===== config.mk =====
export PLATFORM = sky130hd
export DESIGN_NAME = dash_field_triangle_checker_unit
export DESIGN_NICKNAME = d
export VERILOG_FILES = /design/src/dftc_pkg.sv /design/src/dash_field_triangle_checker_unit.sv
export SDC_FILE = /design/constraint.sdc
export NUM_CORES = 1
export LEC_CHECK = 0
export BUFFER_PORTS_ARGS = -buffer_cell sky130_fd_sc_hd__buf_2
export CAP_MARGIN = 10
export CORE_AREA = 2 2 163 165
export DETAILED_ROUTE_END_ITERATION = 7
export DIE_AREA = 0 0 165 167
export PLACE_DENSITY = 0.48
export SLEW_MARGIN = 0
export SYNTH_ARGS = -nofsm -noshare
export SYNTH_HDL_FRONTEND = slang
export SYNTH_SLANG_ARGS = --single-unit

===== constraint.sdc =====
create_clock -name i_clk -period 11.1 [get_ports i_clk]
set_clock_uncertainty 0.2 [all_clocks]
set_input_delay 2.22 -clock i_clk [delete_from_list [all_inputs] [get_ports i_clk]]
set_output_delay 2.22 -clock i_clk [all_outputs]
set_load 0.005 [all_outputs]

===== src/dftc_pkg.sv =====
package dftc_pkg;

    // character codes
    localparam logic [7:0] CHAR_NUL     = 8'd0;
    localparam logic [7:0] CHAR_NEWLINE = 8'd10;
    localparam logic [7:0] CHAR_DASH    = 8'd45;
    localparam logic [7:0] CHAR_ZERO    = 8'd48;
    localparam logic [7:0] CHAR_NINE    = 8'd57;

    // field widths
    localparam int CHAR_W = 8;
    localparam int LEN_W  = 7;
    localparam int CNT_W  = 3;

    // default sizing
    localparam int DEF_MAX_LENGTH = 100;
    localparam int DEF_NUM_FIELDS = 4;

    // triple search order 012, 013, 023, 123 over at most four slots
    localparam int FIELD_SLOTS = 4;
    localparam int NUM_TRIPLES = 4;

    typedef logic [1:0]       t_slot;
    typedef logic [LEN_W-1:0] t_len;

    localparam t_slot TRI_I [NUM_TRIPLES] = '{2'd0, 2'd0, 2'd0, 2'd1};
    localparam t_slot TRI_J [NUM_TRIPLES] = '{2'd1, 2'd1, 2'd2, 2'd2};
    localparam t_slot TRI_K [NUM_TRIPLES] = '{2'd2, 2'd3, 2'd3, 2'd3};

endpackage


===== src/dash_field_triangle_checker_unit.sv =====
// Dash-separated stick-length line checker.
// Input channel: one character byte per request on i_char_code, accepted
// when i_in_valid and o_in_ready are both high. Digits build a field, a
// dash closes it, a NUL or newline ends the line.
// Output channel: one request per line end, held on o_out_valid until
// i_out_ready. It carries o_line_valid (NUM_FIELDS in-range fields, no bad
// characters), o_triangle_found and the first triple (order 012, 013,
// 023, 123) that meets the strict triangle inequality, zero when none.
// The result is registered as the terminator is accepted and shows in the
// cycle after. Throughput: one character per cycle while o_in_ready is high;
// each accepted character updates the line registers directly and the triple
// search sits between the stored lengths and the result register.
// Stall: o_in_ready falls only while a result waits and i_out_ready is
// low; the result register then holds until taken.
// Reset: clears the digit accumulator, field count, error flag and the
// output request; the length store is left as it is.
module dash_field_triangle_checker_unit #(
    parameter int MAX_LENGTH = dftc_pkg::DEF_MAX_LENGTH,
    parameter int NUM_FIELDS = dftc_pkg::DEF_NUM_FIELDS
) (
    input  logic                        i_clk,
    input  logic                        i_rst_n,
    input  logic                        i_in_valid,
    output logic                        o_in_ready,
    input  logic [dftc_pkg::CHAR_W-1:0] i_char_code,
    output logic                        o_out_valid,
    input  logic                        i_out_ready,
    output logic                        o_line_valid,
    output logic                        o_triangle_found,
    output logic [dftc_pkg::LEN_W-1:0]  o_side_a,
    output logic [dftc_pkg::LEN_W-1:0]  o_side_b,
    output logic [dftc_pkg::LEN_W-1:0]  o_side_c
);
    import dftc_pkg::*;

    localparam int IDX_W = $clog2(NUM_FIELDS);
    localparam int MUL_W = LEN_W + 4;

    localparam t_len       LEN_MAX = LEN_W'(MAX_LENGTH);
    localparam t_len       LEN_SAT = LEN_W'(MAX_LENGTH + 1);
    localparam logic [CNT_W-1:0] CNT_FULL = CNT_W'(NUM_FIELDS);
    localparam logic [CNT_W-1:0] CNT_SAT  = CNT_W'(NUM_FIELDS + 1);

    // line state
    t_len             r_acc,   n_acc;
    logic [CNT_W-1:0] r_count, n_count;
    logic             r_err,   n_err;
    t_len             r_stick [NUM_FIELDS];

    // result register
    logic r_out_valid;
    logic r_line_valid, r_found;
    t_len r_side_a, r_side_b, r_side_c;

    logic             in_accept;
    logic             is_digit, is_dash, is_end;
    logic [3:0]       digit;
    logic [MUL_W-1:0] acc_mul;
    logic             close_ok;
    logic             store_en;
    logic [CNT_W-1:0] count_close;
    logic             line_ok;
    t_len             lens [FIELD_SLOTS];
    logic             found;
    t_len             sa, sb, sc;

    assign o_in_ready = !r_out_valid || i_out_ready;
    assign in_accept  = i_in_valid && o_in_ready;

    // character decode
    assign is_digit = (i_char_code >= CHAR_ZERO) && (i_char_code <= CHAR_NINE);
    assign is_dash  = (i_char_code == CHAR_DASH);
    assign is_end   = (i_char_code == CHAR_NUL) || (i_char_code == CHAR_NEWLINE);
    assign digit    = 4'(i_char_code - CHAR_ZERO);

    // decimal accumulate with saturation
    assign acc_mul = MUL_W'(r_acc) * MUL_W'(10) + MUL_W'(digit);

    // field close: in range, counted and stored while there is room
    assign close_ok    = (r_acc != '0) && (r_acc <= LEN_MAX);
    assign store_en    = close_ok && (r_count < CNT_FULL);
    assign count_close = (close_ok && (r_count < CNT_SAT)) ? r_count + 1'b1 : r_count;

    // next line state
    always_comb begin
        n_acc   = r_acc;
        n_count = r_count;
        n_err   = r_err;
        if (is_digit) begin
            n_acc = (acc_mul > MUL_W'(LEN_SAT)) ? LEN_SAT : acc_mul[LEN_W-1:0];
        end else if (is_dash) begin
            n_acc   = '0;
            n_count = count_close;
            n_err   = r_err || !close_ok;
        end else if (is_end) begin
            n_acc   = '0;
            n_count = '0;
            n_err   = 1'b0;
        end else begin
            n_err = 1'b1;
        end
    end

    always_ff @(posedge i_clk) begin
        if (!i_rst_n) begin
            r_acc   <= '0;
            r_count <= '0;
            r_err   <= 1'b0;
        end else if (in_accept) begin
            r_acc   <= n_acc;
            r_count <= n_count;
            r_err   <= n_err;
        end
    end

    // length store, written on every in-range close while there is room
    always_ff @(posedge i_clk) begin
        if (in_accept && (is_dash || is_end) && store_en) begin
            r_stick[r_count[IDX_W-1:0]] <= r_acc;
        end
    end

    // lengths as seen at line end, trailing field forwarded
    always_comb begin
        for (int n = 0; n < FIELD_SLOTS; n++) begin
            lens[n] = '0;
        end
        for (int n = 0; n < NUM_FIELDS; n++) begin
            lens[n] = (store_en && (r_count == CNT_W'(n))) ? r_acc : r_stick[n];
        end
    end

    assign line_ok = !r_err && (count_close == CNT_FULL);

    // first triple meeting the strict triangle inequality
    always_comb begin
        t_len ta, tb, tc;
        found = 1'b0;
        sa    = '0;
        sb    = '0;
        sc    = '0;
        for (int t = 0; t < NUM_TRIPLES; t++) begin
            ta = lens[TRI_I[t]];
            tb = lens[TRI_J[t]];
            tc = lens[TRI_K[t]];
            if (line_ok && !found && (int'(TRI_K[t]) < NUM_FIELDS)
                && ({1'b0, ta} < {1'b0, tb} + {1'b0, tc})
                && ({1'b0, tb} < {1'b0, ta} + {1'b0, tc})
                && ({1'b0, tc} < {1'b0, ta} + {1'b0, tb})) begin
                found = 1'b1;
                sa    = ta;
                sb    = tb;
                sc    = tc;
            end
        end
    end

    // result request control
    always_ff @(posedge i_clk) begin
        if (!i_rst_n) begin
            r_out_valid <= 1'b0;
        end else if (in_accept && is_end) begin
            r_out_valid <= 1'b1;
        end else if (i_out_ready) begin
            r_out_valid <= 1'b0;
        end
    end

    // result payload
    always_ff @(posedge i_clk) begin
        if (in_accept && is_end) begin
            r_line_valid <= line_ok;
            r_found      <= found;
            r_side_a     <= sa;
            r_side_b     <= sb;
            r_side_c     <= sc;
        end
    end

    assign o_out_valid      = r_out_valid;
    assign o_line_valid     = r_line_valid;
    assign o_triangle_found = r_found;
    assign o_side_a         = r_side_a;
    assign o_side_b         = r_side_b;
    assign o_side_c         = r_side_c;

`ifndef ASSERT_OFF
    // a found triple only on a valid line
    a_found_needs_valid: assert property (@(posedge i_clk) disable iff (!i_rst_n)
        r_out_valid && r_found |-> r_line_valid)
        else $error("triangle reported on invalid line");

    // no triple means all sides zero
    a_sides_zero: assert property (@(posedge i_clk) disable iff (!i_rst_n)
        r_out_valid && !r_found |-> (r_side_a == '0) && (r_side_b == '0) && (r_side_c == '0))
        else $error("sides not cleared without triangle");

    // reported triple is a real triangle
    a_triangle_holds: assert property (@(posedge i_clk) disable iff (!i_rst_n)
        r_out_valid && r_found |->
            ({1'b0, r_side_a} < {1'b0, r_side_b} + {1'b0, r_side_c}) &&
            ({1'b0, r_side_b} < {1'b0, r_side_a} + {1'b0, r_side_c}) &&
            ({1'b0, r_side_c} < {1'b0, r_side_a} + {1'b0, r_side_b}))
        else $error("reported triple breaks triangle inequality");

    // saturating counters stay bounded
    a_bounds: assert property (@(posedge i_clk) disable iff (!i_rst_n)
        (r_count <= CNT_SAT) && (r_acc <= LEN_SAT))
        else $error("field count or accumulator out of bounds");

    // a line end produces a result and clears the line state
    a_end_result: assert property (@(posedge i_clk) disable iff (!i_rst_n)
        in_accept && is_end |=> r_out_valid && (r_count == '0) && (r_acc == '0) && !r_err)
        else $error("line end did not produce result");
`endif

endmodule

# Yosys cells after proc, flatten, opt, wreduce, memory -nomap -nowiden
# Memory sizes are Yosys's and may differ from the RTL's.
# Cells that the tools add are included.
[classes]
n_mux = 32
n_mul = 1
reduce_logical = 47
add_sub_neg = 9
n_lt_le_gt_ge = 18
n_bitwise = 1
eq_ne = 6
[op_table]
columns = ["cell", "n"]
rows = [
  ["two-way mux 7 bit", 20],
  ["less-than comparator 7 x 8 -> 1 bit", 12],
  ["adder 7 x 7 -> 8 bit", 6],
  ["logical AND 1 bit", 28],
  ["adder 11 x 4 -> 11 bit", 1],
  ["> comparator 11 x 7 -> 1 bit (second input constant)", 1],
  ["multiplier 7 x 3 -> 10 bit (second input constant)", 1],
  ["two-way mux 1 bit", 9],
  ["two-way mux 3 bit", 3],
  ["== test 8 x 4 -> 1 bit (second input constant)", 1],
  ["== test 8 x 6 -> 1 bit (second input constant)", 1],
  ["greater-or-equal comparator 8 x 6 -> 1 bit (second input constant)", 1],
  ["less-or-equal comparator 8 x 6 -> 1 bit (second input constant)", 1],
  ["zero test 8 bit", 1],
  ["less-or-equal comparator 7 bit (second input constant)", 1],
  ["nonzero test 7 bit", 1],
  ["== test 3 x 2 -> 1 bit (second input constant)", 2],
  ["zero test 1 bit", 6],
  ["less-than comparator 3 bit (second input constant)", 2],
  ["logical OR 1 bit", 4],
  ["AND reduction 2 bit", 2],
  ["nonzero test 2 bit", 2],
  ["subtractor 4 x 1 -> 4 bit (second input constant)", 1],
  ["adder 3 x 1 -> 3 bit (second input constant)", 1],
  ["6 further kinds", 6],
]
[word_totals]
ram_bits = 28
n_memories = 1
regBits = 35
out_inout_bits = 25
[memory_table]
columns = ["name", "depth", "word_bits", "rd", "rd_clocked_by_memory_dff", "write_ports", "line_no", "text"]
rows = [
  ["r_stick", 4, 7, 4, 0, 1, "dash_field_triangle_checker_unit.sv:48", "t_len r_stick [NUM_FIELDS];"],
]

# Longest topological paths before layout
# Gate-level depths: netlist of the first run.
[logic_depth]
ltp_word = 29
ltp_mapped = 28

# Worst setup path after synthesis of the first run
# No wires, ideal clock.
[synth_path]
path_type = "flip-flop to flip-flop"
startpoint = "reg r_acc[1]"
endpoint = "reg r_side_b[4] (netlist: o_side_b[4]), data pin"
arrival_time_ps = 5231
path_buffers = 3
required_time_ps = 10628
period_less_slack_ps = 5702
setup_slack_ps = 5398
setup_time_ps = 272
stages_incl_launch_ff = 23
path_cell_list = "dfxtp_1 -> buf_2 -> nor3_1 -> a21oi_1 -> nand2_1 -> clkbuf_1 -> mux2i_1 -> ha_1 -> a21oi_1 -> o21ai_0 -> o21a_1 -> or3_1 -> nand2_1 -> ha_1 -> a21o_1 -> a21oi_1 -> nand2b_1 -> a2111oi_0 -> o21ai_1 -> nor4_4 -> or2_2 -> clkbuf_1 -> o31ai_1"
[synth_via]
elab_chain_len = 29
elab_cells_between_ends = 59
[synth_lines]
columns = ["item", "line_no", "text"]
rows = [
  ["start, declared", "dash_field_triangle_checker_unit.sv:45", "t_len r_acc, n_acc;"],
  ["start signal, assigned", "dash_field_triangle_checker_unit.sv:110", "r_acc <= n_acc;"],
  ["less-or-equal comparator 7 bit / nonzero test 7 bit (equally long branches)", "dash_field_triangle_checker_unit.sv:80", "assign close_ok = (r_acc != '0) && (r_acc <= LEN_MAX);"],
  ["logical AND 1 bit", "dash_field_triangle_checker_unit.sv:80", ""],
  ["logical AND 1 bit", "dash_field_triangle_checker_unit.sv:81", "assign store_en = close_ok && (r_count < CNT_FULL);"],
  ["logical AND 1 bit", "dash_field_triangle_checker_unit.sv:129", "lens[n] = (store_en && (r_count == CNT_W'(n))) ? r_acc : r_stick[n];"],
  ["two-way mux 7 bit", "dash_field_triangle_checker_unit.sv:129", ""],
  ["adder 7 x 7 -> 8 bit", "dash_field_triangle_checker_unit.sv:147, dash_field_triangle_checker_unit.sv:149", ""],
  ["less-than comparator 7 x 8 -> 1 bit", "dash_field_triangle_checker_unit.sv:147", "&& ({1'b0, ta} < {1'b0, tb} + {1'b0, tc})"],
  ["logical AND 1 bit", "dash_field_triangle_checker_unit.sv:147", ""],
  ["[14 not listed]", "--", ""],
  ["two-way mux 1 bit", "dash_field_triangle_checker_unit.sv:146", "if (line_ok && !found && (int'(TRI_K[t]) < NUM_FIELDS)"],
  ["zero test 1 bit", "dash_field_triangle_checker_unit.sv:146", ""],
  ["logical AND 1 bit", "dash_field_triangle_checker_unit.sv:146", ""],
  ["logical AND 1 bit", "dash_field_triangle_checker_unit.sv:147", ""],
  ["logical AND 1 bit", "dash_field_triangle_checker_unit.sv:148", "&& ({1'b0, tb} < {1'b0, ta} + {1'b0, tc})"],
  ["logical AND 1 bit", "dash_field_triangle_checker_unit.sv:149", "&& ({1'b0, tc} < {1'b0, ta} + {1'b0, tb})) begin"],
  ["two-way mux 7 bit (*)", "dash_field_triangle_checker_unit.sv:146", ""],
  ["net sb[4]", "dash_field_triangle_checker_unit.sv:65", "t_len sa, sb, sc;"],
  ["end signal, assigned", "dash_field_triangle_checker_unit.sv:175", "r_side_b <= sb;"],
  ["end, declared", "dash_field_triangle_checker_unit.sv:53", "t_len r_side_a, r_side_b, r_side_c;"],
]
# Mark *: on every way through the listed nets, which the timed path passes. The rest lies on a longest branch.
# A chain may end at the register's enable or synchronous reset.

# Worst setup path in the final report of the first run
[layout_path]
startpoint = "reg r_count[0]"
endpoint = "reg r_side_a[5] (netlist: o_side_a[5]), data pin"
[layout_via]
elab_chain_len = 28
elab_cells_between_ends = 63
[layout_lines]
columns = ["item", "line_no", "text"]
rows = [
  ["start, declared", "dash_field_triangle_checker_unit.sv:46", "logic [CNT_W-1:0] r_count, n_count;"],
  ["start signal, assigned", "dash_field_triangle_checker_unit.sv:111", "r_count <= n_count;"],
  ["less-than comparator 3 bit", "dash_field_triangle_checker_unit.sv:81", ""],
  ["logical AND 1 bit", "dash_field_triangle_checker_unit.sv:81", ""],
  ["logical AND 1 bit", "dash_field_triangle_checker_unit.sv:129", ""],
  ["two-way mux 7 bit", "dash_field_triangle_checker_unit.sv:129", ""],
  ["adder 7 x 7 -> 8 bit", "dash_field_triangle_checker_unit.sv:147, dash_field_triangle_checker_unit.sv:149", ""],
  ["less-than comparator 7 x 8 -> 1 bit", "dash_field_triangle_checker_unit.sv:147", ""],
  ["logical AND 1 bit", "dash_field_triangle_checker_unit.sv:147", ""],
  ["logical AND 1 bit", "dash_field_triangle_checker_unit.sv:148", ""],
  ["[13 not listed]", "--", ""],
  ["two-way mux 1 bit", "dash_field_triangle_checker_unit.sv:146", ""],
  ["zero test 1 bit", "dash_field_triangle_checker_unit.sv:146", ""],
  ["logical AND 1 bit", "dash_field_triangle_checker_unit.sv:146", ""],
  ["logical AND 1 bit", "dash_field_triangle_checker_unit.sv:147", ""],
  ["logical AND 1 bit", "dash_field_triangle_checker_unit.sv:148", ""],
  ["logical AND 1 bit", "dash_field_triangle_checker_unit.sv:149", ""],
  ["two-way mux 7 bit (*)", "dash_field_triangle_checker_unit.sv:146", ""],
  ["net sa[5]", "dash_field_triangle_checker_unit.sv:65", ""],
  ["end signal, assigned", "dash_field_triangle_checker_unit.sv:174", "r_side_a <= sa;"],
  ["end, declared", "dash_field_triangle_checker_unit.sv:53", ""],
]
# Marks and branches as above.

==> results of run 1 <==
## worst max-delay path, cell delays in order (launching register included)
cell and delay, ns:
dfxtp_1 0.36, inv_1 0.17, ha_1 0.76, nand2b_1 0.21
a21o_1 0.29, o21ai_0 0.57, nand2_1 0.31, ha_1 0.37
maj3_1 0.37, nor2_1 0.08, o21ai_0 0.10, o21ai_0 0.11
nor2_1 0.09, a211o_1 0.29, nor2b_1 0.13, xnor2_1 0.14
ha_1 0.30, a21o_1 0.12, a21oi_1 0.06, or2_2 0.27
a221oi_1 0.60, nor4_4 0.06, buf_4 0.24, a211oi_4 0.73
mux2_2 0.42
## routing by layer
metal | part of all wire | vias to the layer above | track usage
met5 | 0 | - | 0
met4 | 0.033 | 0 | 0.06957
met3 | 0.061 | 61 | 0.03587
met2 | 0.46 | 269 | 0.3063
met1 | 0.45 | 3296 | 0.2573
li1 | - | 3414 | -
## registers in the layout (all words and copies together) (netlist names), 3 cells and up
name and cells:
r_acc 7, r_count 3, o_side_b 7, r_stick 28
o_side_a 7, o_side_c 7
## cell usage after synthesis (all sizes together) (11+ instances only)
master	number
a22oi	11
nor2b	13
o21a	16
nand2b	12
inv	56
dfxtp	12
buf	14
nand2	67
o21ai	66
nor2	57
a21o	20
nor3	16
nand3	16
o31ai	14
xor2	21
edfxtp	51
a31oi	14
a211oi	16
a21oi	57
xnor2	26
ha	122
## worst min path at each step
stage,start,end,slack [ns],cells past startpoint
floorplan,r_acc[6]$_SDFFE_PN0P_,r_stick[0][6]$_DFFE_PP_,0.28,0
global placement,o_out_valid$_SDFFE_PN0P_,o_out_valid$_SDFFE_PN0P_,0.36,2
finish,o_out_valid$_SDFFE_PN0P_,o_out_valid$_SDFFE_PN0P_,0.37,2
CTS,o_out_valid$_SDFFE_PN0P_,o_out_valid$_SDFFE_PN0P_,0.36,2
global route,o_out_valid$_SDFFE_PN0P_,o_out_valid$_SDFFE_PN0P_,0.40,2
detailed placement,o_out_valid$_SDFFE_PN0P_,o_out_valid$_SDFFE_PN0P_,0.36,2
## power groups by stage
stage               registers [mW]  clock network (mW)  logic, mW
floorplan                    0.259                   0     0.0218
global placement             0.259                   0     0.0329
detailed placement           0.259                   0     0.0326
CTS                          0.254               0.299     0.0327
global route                 0.254               0.309     0.0369
finish                       0.254               0.293     0.0328
## area by class of cell
| type | count | area share |
|---|---|---|
| flip-flops and latches | 63 | 0.2065 |
| clock inverters | 3 | 0.002334 |
| well taps | 335 | 0.04886 |
| repair buffers | 54 | 0.03676 |
| inverters | 58 | 0.02538 |
| clock buffers | 13 | 0.03413 |
| multi-input cells | 721 | 0.6460 |
## logic make-up (layout without fill, tap and decap cells)
kind of cell / count (synthesis) / count (layout) / synth area share
AOI/OAI and AO/OA: 301 / 301 / 0.2812
and+or+nand+nor: 230 / 230 / 0.1543
adders and majority gates: 131 / 131 / 0.2182
buffers and inverters: 82 / 128 / 0.04341
DFF: 63 / 63 / 0.2319
xor gates and xnor gates: 47 / 47 / 0.05389
muxes: 12 / 12 / 0.01704
==> results.yml, run 1 <==
timing:
  tns_ns: 0
  slew_viol_final: 0
  period_share: 0.6858
  rsz0062_at_grt: "no"
  slew_headroom: 0.3987
  setup_ws_ns: 3.488
  hold_ws_ns: 0.3654
  fmax_mhz: 131.4
  tightest_slew_ns: 0.8925
  layout_min_cycle_time_ns: 7.612
  hold_viol: 0
  finalSetupViolCount: 0
clock_tree:
  clk_latency_ns: 0.35
  cts_buffer_depth: 2
  clk_pin_slew_ns: 0.06
  cts_tree: "built"
  cts_setup_buffers: 0
  cts.sinks: 63
  clockRootBuffer: "clkbuf_16"
  cts_inserted_buffers: 9
  htree_levels: 3
  cts_hold_buffers: 0
  post_cts_resized: 0
drt:
  viasPerCell: 5.646
  drtAntennaViolNets: 0
  wl_per_cell_um: 20.96
  dr.pass1.iters: 7
  drt_iter0_drc: 663
  route.detailed.drc: 0
  vias: 7040
  wl_um: 26140
cells_and_area:
  design_area_um2: 8578
  mostFrequentLayoutCells: "ha_1 (122), nand2_1 (66), o21ai_0 (58)"
  final_common_cell: "ha_1"
  multi_input_area_um2: 5542
  num_antenna_cells: 0
  fin_cells: 1247
  syn_to_final_growth_pct: 12.30
  drive_gt1_frac: 0.1228
  seq_area_um2: 1772
  final_core_util: 0.3330
  fillCellCount: 2647
  nets: 1046
placement:
  place_ws_ns: 3.576
  dp.cells: 1231
  dp_hpwl_um: 19610
  gp_congestion: 0.9743
  io_buffer_count: 36
  dpl_cell_area_um2: 8265
floorplan:
  start_util: 0.2965
  rows: 59
  die_y_um: 167
  die_area_um2: 27560
  io_pins: 37
  core-area_um2: 25760
  fp.dieW_um: 165
synthesis:
  ys_seq_area_frac: 0.2319
  ys_ff_latch: 63
  synth_edf_count: 51
  ys_async_sr_fraction: 0
  synth_warnings: 0
  avgSynthCellArea_um2: 8.821
  synth_top_area_cell: "edfxtp_1"
  yosysTopAreaCellShare: 0.2005
  synth.area.top_cells: "edfxtp_1 (20%), ha_1 (20%), o21ai_0 (3.8%)"
  synth-main-ff-cell: "edfxtp_1"
  synth_area_um2: 7639
  synthesis.nets: 1005
  synth_cells: 866
  synth_cell_type_count: 84
power_and_ir_drop:
  p_sw_mw: 0.1304
  ir_drop_mv: 0.06009
  fin_total_pwr_mw: 0.5804
  pwr-share-comb: 0.057
  p_seq_frac: 0.438
  leakage_nw: 3.616
  clkPwrFrac: 0.505
  p_int_mw: 0.4500
  swShare: 0.2247
  power.density_nw_per_um2: 67.66
global_route:
  overflow: 0
  grt_use_total: 0.1921
  grt_first_pass_wirelength_um: 39800
  grt_pass1_vias: 6726
  grt_antenna_before_repair: 0
  grt_max_degree: 35
worst_setup_path:
  r2r_slack_ns: 3.49
  worst_setup_path_start_kind: "register"
  crit_required_ns: 11.00
  r2r_end: "o_side_a[5]$_DFFE_PP_"
  crit_start: "r_count[0]$_SDFFE_PN0P_"
  crit_end: "o_side_a[5]$_DFFE_PP_"
  crit_arrival_ns: 7.51
  r2r_start: "r_count[0]$_SDFFE_PN0P_"
  setup.worst_path.class: "reg -> reg"
  critPathCaptureType: "register"
  cp_max_fo: 23
  ff2ff_path_depth: 24
outcome:
  status: "complete, no violations"
hold_path:
  hp-class: "reg -> reg"
job:
  cap_violations: 0
No activity file was read; power rests on OpenSTA's default activity.
==> run 2, diff against run 1 <==
--- a/config.mk
+++ b/config.mk
@@ -10,7 +10,7 @@
 export CORE_AREA = 2 2 163 165
 export DETAILED_ROUTE_END_ITERATION = 7
 export DIE_AREA = 0 0 165 167
-export PLACE_DENSITY = 0.48
+export PLACE_DENSITY = 0.5
 export SLEW_MARGIN = 0
 export SYNTH_ARGS = -nofsm -noshare
 export SYNTH_HDL_FRONTEND = slang
==> constraint.sdc (replaced) <==
create_clock -name i_clk -period 6.5 [get_ports i_clk]
set_clock_uncertainty 0.2 [all_clocks]
set_input_delay 1.3 -clock i_clk [delete_from_list [all_inputs] [get_ports i_clk]]
set_output_delay 1.3 -clock i_clk [all_outputs]
set_load 0.005 [all_outputs]
==> results.yml, run 2 (same netlist as run 1, synthesis figures left out) <==
clock_tree:
  clockRootBuffer: "clkbuf_16"
  cts_tree: "built"
  clk_pin_slew_ns: 0.06
  cts_buffer_depth: 2
  cts.sinks: 63
  cts_inserted_buffers: 9
  clk_latency_ns: 0.36
  htree_levels: 3
timing:
  layout_min_cycle_time_ns: 6.195
  slew_viol_final: 0
  finalSetupViolCount: 0
  hold_viol: 0
  fmax_mhz: 161.4
  hold_ws_ns: 0.3677
  slew_headroom: 0.2552
  tightest_slew_ns: 1.115
  period_share: 0.9531
  rsz0062_at_grt: "no"
global_route:
  grt_max_degree: 27
  overflow: 0
  grt_antenna_before_repair: 0
  grt_pass1_vias: 7099
  grt_first_pass_wirelength_um: 40700
  met1_usage: 0.2444
  gr-max-usage-layer: "met2"
  met3_usage: 0.03512
  grtUsageMet2: 0.3174
  grt_use_total: 0.1938
floorplan:
  fp.dieW_um: 165
  rows: 59
  die_area_um2: 27560
  core-area_um2: 25760
  start_util: 0.2965
  io_pins: 37
  die_y_um: 167
drt:
  viasPerCell: 5.527
  route.detailed.drc: 0
  drtAntennaViolNets: 0
  drt_iter0_drc: 692
  dr.pass1.iters: 7
  wl_per_cell_um: 20.41
  vias: 7091
  wl_um: 26190
placement:
  io_buffer_count: 36
  gp_congestion: 0.9386
  dp_hpwl_um: 20760
hold_path:
  worstHoldPathCells: 2
  worstHoldStart: "o_out_valid$_SDFFE_PN0P_"
  min_to: "o_out_valid$_SDFFE_PN0P_"
  hp-class: "reg -> reg"
power_and_ir_drop:
  clkPwrFrac: 0.482
  p_seq_frac: 0.455
  fin_total_pwr_mw: 0.9541
  leakage_nw: 3.781
  ir_drop_mv: 0.1415
  pwr-share-comb: 0.064
  swShare: 0.2393
  p_int_mw: 0.7258
  p_sw_mw: 0.2283
  power.density_nw_per_um2: 107.7
worst_setup_path:
  worst_setup_path_start_kind: "register"
  cp_max_fo: 6
  crit_required_ns: 6.40
  crit_arrival_ns: 6.09
  r2r_end: "o_side_a[0]$_DFFE_PP_"
  setup.worst_path.class: "reg -> reg"
  ff2ff_path_depth: 24
  r2r_slack_ns: 0.30
  critPathCaptureType: "register"
  r2r_start: "r_count[0]$_SDFFE_PN0P_"
cells_and_area:
  mostFrequentLayoutCells: "ha_1 (121), nand2_1 (66), o21ai_0 (57)"
  syn_to_final_growth_pct: 16.02
  drive_gt1_frac: 0.1635
  largest_reg_flops: 28
  final_common_cell: "ha_1"
  final_core_util: 0.3440
  num_antenna_cells: 0
  nets: 1082
job:
  cap_violations: 0
outcome:
  status: "complete, no violations"
[run 2: worst max-delay path by stage]
| stage | startpoint | to | slack, ns | cells past startpoint |
|---|---|---|---|---|
| after detailed placement | r_count[2]$_SDFFE_PN0P_ | o_side_c[0]$_DFFE_PP_ | -0.16 | 22 |
| after global routing | r_count[0]$_SDFFE_PN0P_ | o_side_c[0]$_DFFE_PP_ | 0.004 | 23 |
| after global placement | r_count[2]$_SDFFE_PN0P_ | o_side_c[0]$_DFFE_PP_ | -0.31 | 22 |
| final | r_count[0]$_SDFFE_PN0P_ | o_side_a[0]$_DFFE_PP_ | 0.30 | 24 |
| after CTS | r_count[2]$_SDFFE_PN0P_ | o_side_c[0]$_DFFE_PP_ | 0.1 | 23 |
| after floorplan | r_acc[1]$_SDFFE_PN0P_ | o_side_b[4]$_DFFE_PP_ | 0.80 | 22 |
[run 2: critical path, stage by stage, from the launching register on]
cell	delay, ns
dfxtp_1	0.36
inv_1	0.18
ha_1	0.21
nand2b_1	0.13
a21o_1	0.25
o21ai_0	0.37
nand2_1	0.26
ha_1	0.31
ha_1	0.19
a21oi_1	0.24
o21bai_1	0.13
a21o_1	0.23
xor2_1	0.19
ha_1	0.31
o211ai_1	0.08
and3b_1	0.21
o311ai_1	0.58
a32oi_1	0.18
a2111oi_2	0.33
buf_4	0.19
nor4_4	0.03
buf_4	0.18
buf_4	0.15
and3_1	0.17
mux2_2	0.27
[run 2: cell type report]
cell class | count | area (µm²)
Fill cell | 2672 | 16900
Clock buffer | 10 | 239.0
Timing Repair Buffer | 90 | 585.6
Inverter | 58 | 217.7
Sequential cell | 63 | 1773
Multi-Input combinational cell | 721 | 5584
Clock inverter | 6 | 43.79
Tap cell | 335 | 419.2
[run 2: metal layers]
metal,up-vias,part of all wire
met4,0,0.049
met1,3267,0.43
met5,-,0
met2,261,0.46
li1,3491,-
met3,72,0.061
[run 2: power by group through the flow]
stage / Combinational [mW] / Clock, mW / Sequential [mW]
floorplan: 0.0372 / 0 / 0.442
finish: 0.0608 / 0.460 / 0.434
detailed placement: 0.0600 / 0 / 0.442
global placement: 0.0600 / 0 / 0.442
CTS: 0.0603 / 0.466 / 0.434
global route: 0.0673 / 0.487 / 0.434
[run 2: timing repair]
action                     in CTS  in global routing
resized for setup               1                 11
pin swaps                       1                  0
setup buffers                   2                  0
hold buffers                    0                  0
setup endpoints to repair      14                 21
[run 2: per-stage QoR]
step                      setup WS (ns)  std cells  TNS, ns  area [µm²]
after detailed placement        -0.1640       1265   -1.320        8521
after CTS                       0.09557       1283        0        8822
final                            0.3048       1283        0        8862
after global routing           0.004167       1283        0        8862
after global placement          -0.3088       1265   -3.736        8521
after floorplan                  0.7975        866        0        7639
==> run 3, diff against run 2 <==
--- a/config.mk
+++ b/config.mk
@@ -10,7 +10,7 @@
 export CORE_AREA = 2 2 163 165
 export DETAILED_ROUTE_END_ITERATION = 7
 export DIE_AREA = 0 0 165 167
-export PLACE_DENSITY = 0.5
+export PLACE_DENSITY = 0.48
 export SLEW_MARGIN = 0
 export SYNTH_ARGS = -nofsm -noshare
 export SYNTH_HDL_FRONTEND = slang
==> constraint.sdc (replaced) <==
create_clock -name i_clk -period 7.1 [get_ports i_clk]
set_clock_uncertainty 0.2 [all_clocks]
set_input_delay 1.42 -clock i_clk [delete_from_list [all_inputs] [get_ports i_clk]]
set_output_delay 1.42 -clock i_clk [all_outputs]
set_load 0.005 [all_outputs]
==> results.yml, run 3 (same netlist as run 1, synthesis figures left out) <==
drt:
  wl_met2_um: 12470
  drt_iter0_drc: 490
  drtAntennaViolNets: 0
  wl_per_cell_um: 20.88
  wl_um: 26370
  route.detailed.drc: 0
  highest_layer: "met4"
  dr.pass1.iters: 5
  vias: 7117
  viasPerCell: 5.635
  met1Wirelength_um: 11810
  met3_length_um: 1229
timing:
  slew_headroom: 0.3645
  rsz0062_at_grt: "no"
  layout_min_cycle_time_ns: 6.587
  setup_ws_ns: 0.5126
  fmax_mhz: 151.8
  hold_viol: 0
  tns_ns: 0
  tightest_slew_ns: 0.9515
  period_share: 0.9278
  slew_viol_final: 0
  finalSetupViolCount: 0
clock_tree:
  cts_inserted_buffers: 9
  clk_pin_slew_ns: 0.06
  cts_hold_buffers: 0
  cts_tree: "built"
  htree_levels: 3
  cts_setup_buffers: 0
  clockRootBuffer: "clkbuf_16"
  post_cts_resized: 0
  cts.sinks: 63
  clk_latency_ns: 0.35
  cts_buffer_depth: 2
power_and_ir_drop:
  p_sw_mw: 0.2144
  clkPwrFrac: 0.496
  p_seq_frac: 0.446
  pwr-share-comb: 0.058
  ir_drop_mv: 0.09644
  fin_total_pwr_mw: 0.8908
  power.density_nw_per_um2: 102.5
  swShare: 0.2407
  p_int_mw: 0.6764
  leakage_nw: 3.688
cells_and_area:
  fin_cells: 1263
  fillCellCount: 2640
  largest_reg_flops: 28
  mostFrequentLayoutCells: "ha_1 (121), nand2_1 (66), o21ai_0 (56)"
  num_antenna_cells: 0
  syn_to_final_growth_pct: 13.76
  nets: 1062
  drive_gt1_frac: 0.1412
  final_core_util: 0.3373
  final_common_cell: "ha_1"
placement:
  dp.cells: 1247
  gp_congestion: 0.8909
  place_ws_ns: 0.2691
  dp_hpwl_um: 20530
  io_buffer_count: 36
worst_setup_path:
  r2r_start: "r_acc[2]$_SDFFE_PN0P_"
  crit_required_ns: 6.98
  crit_start: "r_acc[2]$_SDFFE_PN0P_"
  cp_max_fo: 22
  crit_arrival_ns: 6.47
  critPathCaptureType: "register"
  setup.worst_path.class: "reg -> reg"
  worst_setup_path_start_kind: "register"
floorplan:
  rows: 59
  die_y_um: 167
  die_area_um2: 27560
  start_util: 0.2965
  io_pins: 37
  core-area_um2: 25760
  fp.dieW_um: 165
global_route:
  grt_max_degree: 27
  grt_antenna_before_repair: 0
  grt_pass1_vias: 6951
  grt_use_total: 0.1934
  overflow: 0
  grt_first_pass_wirelength_um: 40500
hold_path:
  worstHoldStart: "o_out_valid$_SDFFE_PN0P_"
  hp-class: "reg -> reg"
job:
  cap_violations: 0
outcome:
  status: "complete, no violations"
-- run 3: final timing paths --
| kind | cells past startpoint | end | slack [ns] |
|---|---|---|---|
| max | 20 | o_side_b[6]$_DFFE_PP_ | 0.51 |
| min | 2 | o_out_valid$_SDFFE_PN0P_ | 0.37 |
| max reg2reg | 20 | o_side_b[6]$_DFFE_PP_ | 0.51 |
| min reg2reg | 2 | o_out_valid$_SDFFE_PN0P_ | 0.37 |
-- run 3: through the flow --
stage	hold WS (ns)	cell area, µm²
floorplan	0.2805	7639
global placement	0.3566	8386
detailed placement	0.3649	8386
CTS	0.3735	8683
global route	0.4527	8690
finish	0.3748	8690
-- run 3: final cells by class --
| class | count | area [µm²] | area share |
|---|---|---|---|
| clock buffer | 10 | 250.2 | 0.02880 |
| sequential | 63 | 1772 | 0.2039 |
| inverter | 58 | 217.7 | 0.02505 |
| timing repair buffer | 70 | 435.4 | 0.05011 |
| tap | 335 | 419.2 | 0.04824 |
| clock inverter | 6 | 47.55 | 0.005472 |
| multi-input combinational | 721 | 5548 | 0.6384 |
-- run 3: power by group through the flow --
stage | clock, mW | combinational [mW] | sequential [mW]
after floorplan | 0 | 0.0341 | 0.404
after global placement | 0 | 0.0512 | 0.405
after detailed placement | 0 | 0.0510 | 0.405
after CTS | 0.450 | 0.0512 | 0.397
after global routing | 0.466 | 0.0576 | 0.397
final | 0.442 | 0.0516 | 0.397
-- run 3: worst max-delay path: stages, from the launching register on --
cell,delay (ns)
dfxtp_1,0.72
o21ai_1,0.22
a21o_1,0.45
nand2_1,0.21
mux2i_1,0.64
ha_1,0.35
a21oi_1,0.19
o21ai_0,0.15
o21a_1,0.22
o21ai_0,0.25
nand2_1,0.14
ha_1,0.32
a21o_1,0.18
a21oi_1,0.21
nand2b_1,0.10
a2111oi_0,0.44
o21ai_1,0.23
nor4_4,0.41
buf_4,0.33
or2_2,0.25
o31ai_1,0.09
-- run 3: per-layer routing --
layer / GRT usage / vias to the layer above
li1: - / 3446
met1: 0.2580 / 3390
met2: 0.3163 / 227
met3: 0.02889 / 54
met4: 0.06767 / 0
met5: 0 / -
